File: src/rtl/smlp_pkg.sv
// Package for the symbol map line parser: payload structs, result codes
// and character constants. No dependencies.
`default_nettype none

package smlp_pkg;

	localparam int unsigned MAX_NAME_LEN = 128;

	localparam logic [7:0] CH_AT     = 8'h40;
	localparam logic [7:0] CH_EQUAL  = 8'h3D;
	localparam logic [7:0] CH_DOLLAR = 8'h24;
	localparam logic [7:0] CH_LF     = 8'h0A;
	localparam logic [7:0] CH_TAB    = 8'h09;
	localparam logic [7:0] CH_SPACE  = 8'h20;
	localparam logic [3:0] HEX_ALPHA_BASE = 4'd10;

	typedef enum logic [1:0] {
		KIND_CHAR   = 2'd0,
		KIND_RECORD = 2'd1,
		KIND_FINISH = 2'd2,
		KIND_ERROR  = 2'd3
	} kind_t;

	typedef enum logic [1:0] {
		ERR_NONE     = 2'd0,
		ERR_TOO_LONG = 2'd1,
		ERR_SYNTAX   = 2'd2
	} err_t;

	typedef struct packed {
		logic [7:0] byte_req;
		logic       end_of_file;
	} req_t;

	typedef struct packed {
		kind_t       kind;
		logic [7:0]  character;
		logic [15:0] address;
		err_t        error_kind;
		logic        last;
	} rsp_t;

endpackage

`default_nettype wire

File: src/rtl/symbol_map_line_parser.sv
// A byte is registered in stage 1 at acceptance and its first result in the output
// register when the byte leaves stage 1. Throughput: one byte per cycle while the output
// is not stalled; a byte that gives two results holds the input while its second result
// waits in the pending register. Reset (arst_n low, asynchronous): parser returns to line
// start, name length and address clear, and both pipeline stages empty.
// Depends on smlp_pkg.
`default_nettype none

module symbol_map_line_parser (
	input  wire logic          clk,
	input  wire logic          arst_n,
	input  wire logic          req_valid,
	output logic               req_ready,
	input  wire smlp_pkg::req_t req,
	output logic               rsp_valid,
	input  wire logic          rsp_ready,
	output smlp_pkg::rsp_t     rsp
);

	typedef enum logic [7:0] {
		PH_LINE   = 8'b0000_0001,
		PH_IDENT  = 8'b0000_0010,
		PH_BLANK  = 8'b0000_0100,
		PH_SPACE  = 8'b0000_1000,
		PH_DOLLAR = 8'b0001_0000,
		PH_HEX    = 8'b0010_0000,
		PH_REST   = 8'b0100_0000,
		PH_DONE   = 8'b1000_0000
	} phase_t;

	phase_t          phase_q, phase_d;
	logic [7:0]      name_len_q, name_len_d;
	logic [15:0]     addr_q, addr_d;

	logic            valid_s1;
	smlp_pkg::req_t  req_s1;

	logic            rsp_valid_q;
	smlp_pkg::rsp_t  rsp_q;
	logic            pend_valid_q;
	smlp_pkg::rsp_t  pend_q;

	smlp_pkg::rsp_t  res0, res1;
	logic [1:0]      n_res;
	logic            advance;
	logic            out_free;

	logic [7:0]      c;
	logic            eof;
	logic            is_ident;
	logic            is_hex;
	logic [3:0]      hex_digit;

	assign c   = req_s1.byte_req;
	assign eof = req_s1.end_of_file;

	always_comb begin
		is_ident = ((c >= 8'h61) && (c <= 8'h7A)) || ((c >= 8'h41) && (c <= 8'h5A)) ||
		           ((c >= 8'h30) && (c <= 8'h39)) || (c == 8'h5F);
		is_hex    = 1'b1;
		hex_digit = 4'd0;
		if ((c >= 8'h30) && (c <= 8'h39)) begin
			hex_digit = c[3:0];
		end else if ((c >= 8'h61) && (c <= 8'h66)) begin
			hex_digit = 4'(c - 8'h61) + smlp_pkg::HEX_ALPHA_BASE;
		end else if ((c >= 8'h41) && (c <= 8'h46)) begin
			hex_digit = 4'(c - 8'h41) + smlp_pkg::HEX_ALPHA_BASE;
		end else begin
			is_hex = 1'b0;
		end
	end

	// Next state and up to two results for the byte held in stage 1.
	always_comb begin
		phase_d    = phase_q;
		name_len_d = name_len_q;
		addr_d     = addr_q;
		n_res      = 2'd0;
		res0       = '{kind: smlp_pkg::KIND_CHAR, character: 8'd0, address: 16'd0,
		               error_kind: smlp_pkg::ERR_NONE, last: 1'b0};
		res1       = res0;
		unique case (phase_q)
			PH_LINE: begin
				if (eof || !is_ident) begin
					res0.kind = smlp_pkg::KIND_FINISH;
					n_res     = 2'd1;
					phase_d   = PH_DONE;
				end else begin
					res0.character = smlp_pkg::CH_AT;
					res1.character = c;
					n_res          = 2'd2;
					name_len_d     = 8'd2;
					phase_d        = PH_IDENT;
				end
			end
			PH_IDENT, PH_BLANK: begin
				if ((phase_q == PH_IDENT) && !eof && is_ident) begin
					if (32'(name_len_q) >= smlp_pkg::MAX_NAME_LEN) begin
						res0.kind       = smlp_pkg::KIND_ERROR;
						res0.error_kind = smlp_pkg::ERR_TOO_LONG;
						n_res           = 2'd1;
						phase_d         = PH_DONE;
					end else begin
						res0.character = c;
						n_res          = 2'd1;
						name_len_d     = name_len_q + 8'd1;
					end
				end else if (!eof && ((c == smlp_pkg::CH_SPACE) || (c == smlp_pkg::CH_TAB))) begin
					phase_d = PH_BLANK;
				end else if (!eof && (c == smlp_pkg::CH_EQUAL)) begin
					phase_d = PH_SPACE;
				end else begin
					res0.kind       = smlp_pkg::KIND_ERROR;
					res0.error_kind = smlp_pkg::ERR_SYNTAX;
					n_res           = 2'd1;
					phase_d         = PH_DONE;
				end
			end
			PH_SPACE: begin
				if (!eof && (c == smlp_pkg::CH_SPACE)) begin
					phase_d = PH_DOLLAR;
				end else begin
					res0.kind       = smlp_pkg::KIND_ERROR;
					res0.error_kind = smlp_pkg::ERR_SYNTAX;
					n_res           = 2'd1;
					phase_d         = PH_DONE;
				end
			end
			PH_DOLLAR: begin
				if (!eof && (c == smlp_pkg::CH_DOLLAR)) begin
					addr_d  = 16'd0;
					phase_d = PH_HEX;
				end else begin
					res0.kind       = smlp_pkg::KIND_ERROR;
					res0.error_kind = smlp_pkg::ERR_SYNTAX;
					n_res           = 2'd1;
					phase_d         = PH_DONE;
				end
			end
			PH_HEX, PH_REST: begin
				if ((phase_q == PH_HEX) && !eof && is_hex) begin
					addr_d = {addr_q[11:0], hex_digit};
				end else if (eof) begin
					res0.kind    = smlp_pkg::KIND_RECORD;
					res0.address = addr_q;
					res1.kind    = smlp_pkg::KIND_FINISH;
					n_res        = 2'd2;
					phase_d      = PH_DONE;
				end else if (c == smlp_pkg::CH_LF) begin
					res0.kind    = smlp_pkg::KIND_RECORD;
					res0.address = addr_q;
					n_res        = 2'd1;
					phase_d      = PH_LINE;
				end else begin
					phase_d = PH_REST;
				end
			end
			PH_DONE: begin
				phase_d = PH_DONE;
			end
			default: begin
				phase_d = PH_DONE;
			end
		endcase
		res0.last = (n_res == 2'd1);
		res1.last = 1'b1;
	end

	// A byte leaves stage 1 only when both of its possible results fit.
	assign out_free  = !rsp_valid_q || rsp_ready;
	assign advance   = valid_s1 && out_free && !pend_valid_q;
	assign req_ready = !valid_s1 || advance;

	always_ff @(posedge clk or negedge arst_n) begin
		if (!arst_n) begin
			valid_s1 <= 1'b0;
			req_s1   <= '0;
		end else if (req_ready) begin
			valid_s1 <= req_valid;
			if (req_valid) begin
				req_s1 <= req;
			end
		end
	end

	always_ff @(posedge clk or negedge arst_n) begin
		if (!arst_n) begin
			phase_q    <= PH_LINE;
			name_len_q <= 8'd0;
			addr_q     <= 16'd0;
		end else if (advance) begin
			phase_q    <= phase_d;
			name_len_q <= name_len_d;
			addr_q     <= addr_d;
		end
	end

	// The second result of a byte waits in a pending register behind the output beat.
	always_ff @(posedge clk or negedge arst_n) begin
		if (!arst_n) begin
			rsp_valid_q  <= 1'b0;
			rsp_q        <= '0;
			pend_valid_q <= 1'b0;
			pend_q       <= '0;
		end else if (advance) begin
			if (n_res != 2'd0) begin
				rsp_valid_q <= 1'b1;
				rsp_q       <= res0;
			end else if (rsp_ready) begin
				rsp_valid_q <= 1'b0;
			end
			if (n_res == 2'd2) begin
				pend_valid_q <= 1'b1;
				pend_q       <= res1;
			end
		end else if (pend_valid_q && out_free) begin
			rsp_valid_q  <= 1'b1;
			rsp_q        <= pend_q;
			pend_valid_q <= 1'b0;
		end else if (rsp_ready) begin
			rsp_valid_q <= 1'b0;
		end
	end

	assign rsp_valid = rsp_valid_q;
	assign rsp       = rsp_q;

endmodule

`default_nettype wire

File: config.mk
export PLATFORM = sky130hd
export DESIGN_NAME = symbol_map_line_parser
export DESIGN_NICKNAME = d
export VERILOG_FILES = /design/src/rtl/smlp_pkg.sv /design/src/rtl/symbol_map_line_parser.sv
export SDC_FILE = /design/constraint.sdc
export NUM_CORES = 1
export LEC_CHECK = 0
export BUFFER_PORTS_ARGS = -buffer_cell sky130_fd_sc_hd__buf_2
export CORE_MARGIN = 2
export CORE_UTILIZATION = 55
export CTS_BUF_LIST = sky130_fd_sc_hd__clkbuf_8
export DETAILED_ROUTE_END_ITERATION = 10
export PLACE_DENSITY = 0.75
export SYNTH_ARGS = -nofsm -noshare
export SYNTH_HDL_FRONTEND = slang
export SYNTH_SLANG_ARGS = --single-unit
export TNS_END_PERCENT = 5
File: constraint.sdc
create_clock -name clk -period 3 [get_ports clk]
set_input_delay 0.15 -clock clk [delete_from_list [all_inputs] [get_ports clk]]
set_output_delay 0.15 -clock clk [all_outputs]
set_load 0.01 [all_outputs]
==> results.md <==
* Outcome: finished clean
* Fill cells at a little under 600
* Most frequent cells in the layout: dfrtp_1, nand2_1, buf_2
* Layout Nets at roughly 460
* Post-synth EDFFs at 0
* Initial antenna violation count at 0
* Initial core utilization at around 57%
* FP Rows at 31
* Number of global-route vias before repair at 3115
* Global route overflow at 0
* Top FF cell, synth: dfrtp_1
* Avg Cell Area, Syn at 10.4 sq um
* Max Cap Viol at 0
* Clk_lat worst skew at 0.37 ns
* Vias at 3120
* P_leak at ~2.2 nW
* WHS at ~0.014 ns
* Share of layout cells above drive strength 1 at 24.5%
* Syn_nets at between 400 and 500
* Final period util at roughly nine tenths
* Drt first pass iters at 4
* Vias/cell at approximately 5.7
* Multi-input gate area at between 0.0015 and 0.002 sq mm
* IO Port Bufs at 43
* Die width at approximately 90 um
* DRT iter0 DRCs at ~240
* WP data arrival at between 2 and 3 ns
* Commonest non-fill, non-tap cell in the layout: dfrtp_1
* TritonCTS Buffers at 9
* Number of synthesized register bits at 83
* Setup_tns at 0 ns
* Worst path max stage delay at around 0.47 ns
* Ant. Diodes at 0
* Synth async-reset ratio at 100%
* Max Slew Vio Count at 0
* Critical Path Fanout Max at 17
* Worst min-delay path class: input port to flop
* FF-to-FF End: rsp[18]
* Slowest CP cell: dfrtp_1
* Flop2flop setup slack at between 0.3 and 0.4 ns
* Num ports at 44
* Kind of end point of the critical path: flop
* Die Area at around 0.0081 sq mm
* CTS root buf: clkbuf_8
* Register area share after synthesis at between 50% and 60%
* Worst Skew at between 0.01 and 0.015 ns
* Synthesis warning total at 0
* Crit path cell chain: nor4_4 > nand2_1 > nor3_2 > nand3_1 > a31o_1 > and3_4 > buf_4 > a22o_1
* Fmax achieved at approximately 0.38 GHz
* FF+latch area at a little over 0.002 sq mm
* Longest Clk Path Bufs at 2
* Worst-Margin Slew at ~1 ns
* CTS tree: done
* Pwr dens at about 470 mW/mm^2
* Slew headroom at roughly 32%
* Critical path class: flop to flop
* R2r startpoint: phase_q[4]
* WP data required at about 3.3 ns
* Cell area after synthesis at around 0.004 sq mm
* Final Cell Area at approximately 0.0046 sq mm
* Hold EP: c[1]
* Total Wirelength at ~8600 um
* Core area at around 0.0072 sq mm
* Wirelength per Cell at 15.8 um
* Gr usage total at a little under a quarter
* Area growth syn-to-layout at 13.4%
* Pin count of the biggest net entering global routing at between 80 and 90
* CP startpoint kind: flop
* Final count of hold timing violations at 0
* DRC at 0
* Antenna-violating nets left at 0
* Die height at 90.3 um
* Routability cong. at between 0.9 and 1
* First-pass GRT wire length at 15100 um
* Post-CTS Setup Inserts at 0
* Maximum ir drop on the vdd rail at 0.344 mV
* Count of unique library cells instantiated by Yosys at 64
* Num Clock Sinks at between 80 and 90
* H-tree levels at 3
* Final setup viols at 0
* Worst hold stages at 2
* Detail Placement HPWL at a little over 6000 um
* Clock Pin Slew Worst Setup and Hold Paths at about 0.09 ns
* R2R depth at 8
* Cell Area, Placed at around 0.0044 sq mm
* Hold Crit Start: req[2]
* RSZ-0062 raised after global routing: no
* Synth Instances at 395
* Minimum clock period at 2.65 ns
registers in the layout (all words and copies together), names as in the netlist:
name          flops
c                 8
rsp_valid         1
addr_q           16
pend_q           10
rsp              29
pend_valid_q      1
name_len_q        8
eof               1
valid_s1          1
phase_q           8
power breakdown:
part | leakage, nW | internal [mW] | total (mW) | switching, mW
Clock | 0.0922 | 0.323 | 0.777 | 0.453
Combinational | 0.996 | 0.0892 | 0.215 | 0.126
Sequential | 1.11 | 1.14 | 1.18 | 0.0443
critical path: cells and delay by family, from the launching register on:
kind                   cells  cell delay (ns)
flip-flops                 1             0.47
AND/OR/NAND/NOR            5             1.35
buffers and inverters      1             0.22
AO/OA/AOI/OAI              2             0.51
kinds of logic after synthesis:
| family | count (synthesis) | share of synthesized area, % |
|---|---|---|
| AND/OR/NAND/NOR | 146 | 18.6 |
| XOR/XNOR | 11 | 2.35 |
| flip-flops | 83 | 50.8 |
| multiplexers | 24 | 6.48 |
| AO/OA/AOI/OAI | 88 | 16.0 |
| buffers and inverters | 37 | 4.00 |
| adder cells (fa/ha/maj) | 6 | 1.83 |
routing by layer:
layer | part of all wire [%] | global-route usage, % | vias to the layer above
li1 | - | - | 1498
met1 | 45 | 30.0 | 1529
met2 | 49 | 38.3 | 75
met3 | 4.2 | 5.59 | 18
met4 | 1.9 | 7.44 | 0
met5 | 0 | 0 | -
worst max path at each step:
stage                    start  endpoint  depth (start not counted)
detailed placement  phase_q[3]    rsp[4]                          6
global placement          c[1]   rsp[26]                         10
CTS                       c[0]   rsp[18]                          9
global route              c[0]   rsp[26]                         10
floorplan                 c[1]   rsp[19]                         11
finish              phase_q[4]   rsp[18]                          8
metrics by stage:
| stage | power, mW | util [%] | cells | setup slack, ns |
|---|---|---|---|---|
| final | 2.18 | 64.3 | 544 | 0.350 |
| after global routing | 2.28 | 64.3 | 544 | 0.0838 |
| after CTS | 2.20 | 64.2 | 544 | 0.269 |
| after detailed placement | 1.42 | 61.3 | 526 | 0.278 |
| after global placement | 1.41 | 61.3 | 526 | 0.374 |
| after floorplan | 1.33 | - | 395 | 0.442 |
cell usage after synthesis (all sizes together) (6+ instances only):
| library cell | number | area share [%] |
|---|---|---|
| dfrtp | 82 | 50 |
| nand2 | 68 | 6.2 |
| a22o | 22 | 4.7 |
| mux2 | 20 | 5.5 |
| nand3 | 20 | 2.6 |
| o21ai | 20 | 2.5 |
| a21oi | 14 | 1.9 |
| clkbuf | 13 | 1.2 |
| inv | 13 | 1.2 |
| buf | 11 | 1.6 |
| nor2 | 7 | 0.64 |
| ha | 6 | 1.8 |
| nand2b | 6 | 0.92 |
| nand4 | 6 | 0.92 |
| nor3 | 6 | 0.86 |
| xor2 | 6 | 1.3 |
final cells by class:
cell class / count / area share [%]
clock buffer: 9 / 2.67
tap: 99 / 2.67
inverter: 13 / 1.05
sequential: 83 / 44.8
clock inverter: 7 / 1.43
timing repair buffer: 58 / 7.22
multi-input combinational: 275 / 40.2
repair_timing:
action                                  4_1_cts  5_1_grt
hold endpoints to repair                     39        0
endpoints found under the setup margin        0       13
gates resized for setup                       0        2
hold buffers                                  2        0
No activity file was read; power rests on OpenSTA's default activity.
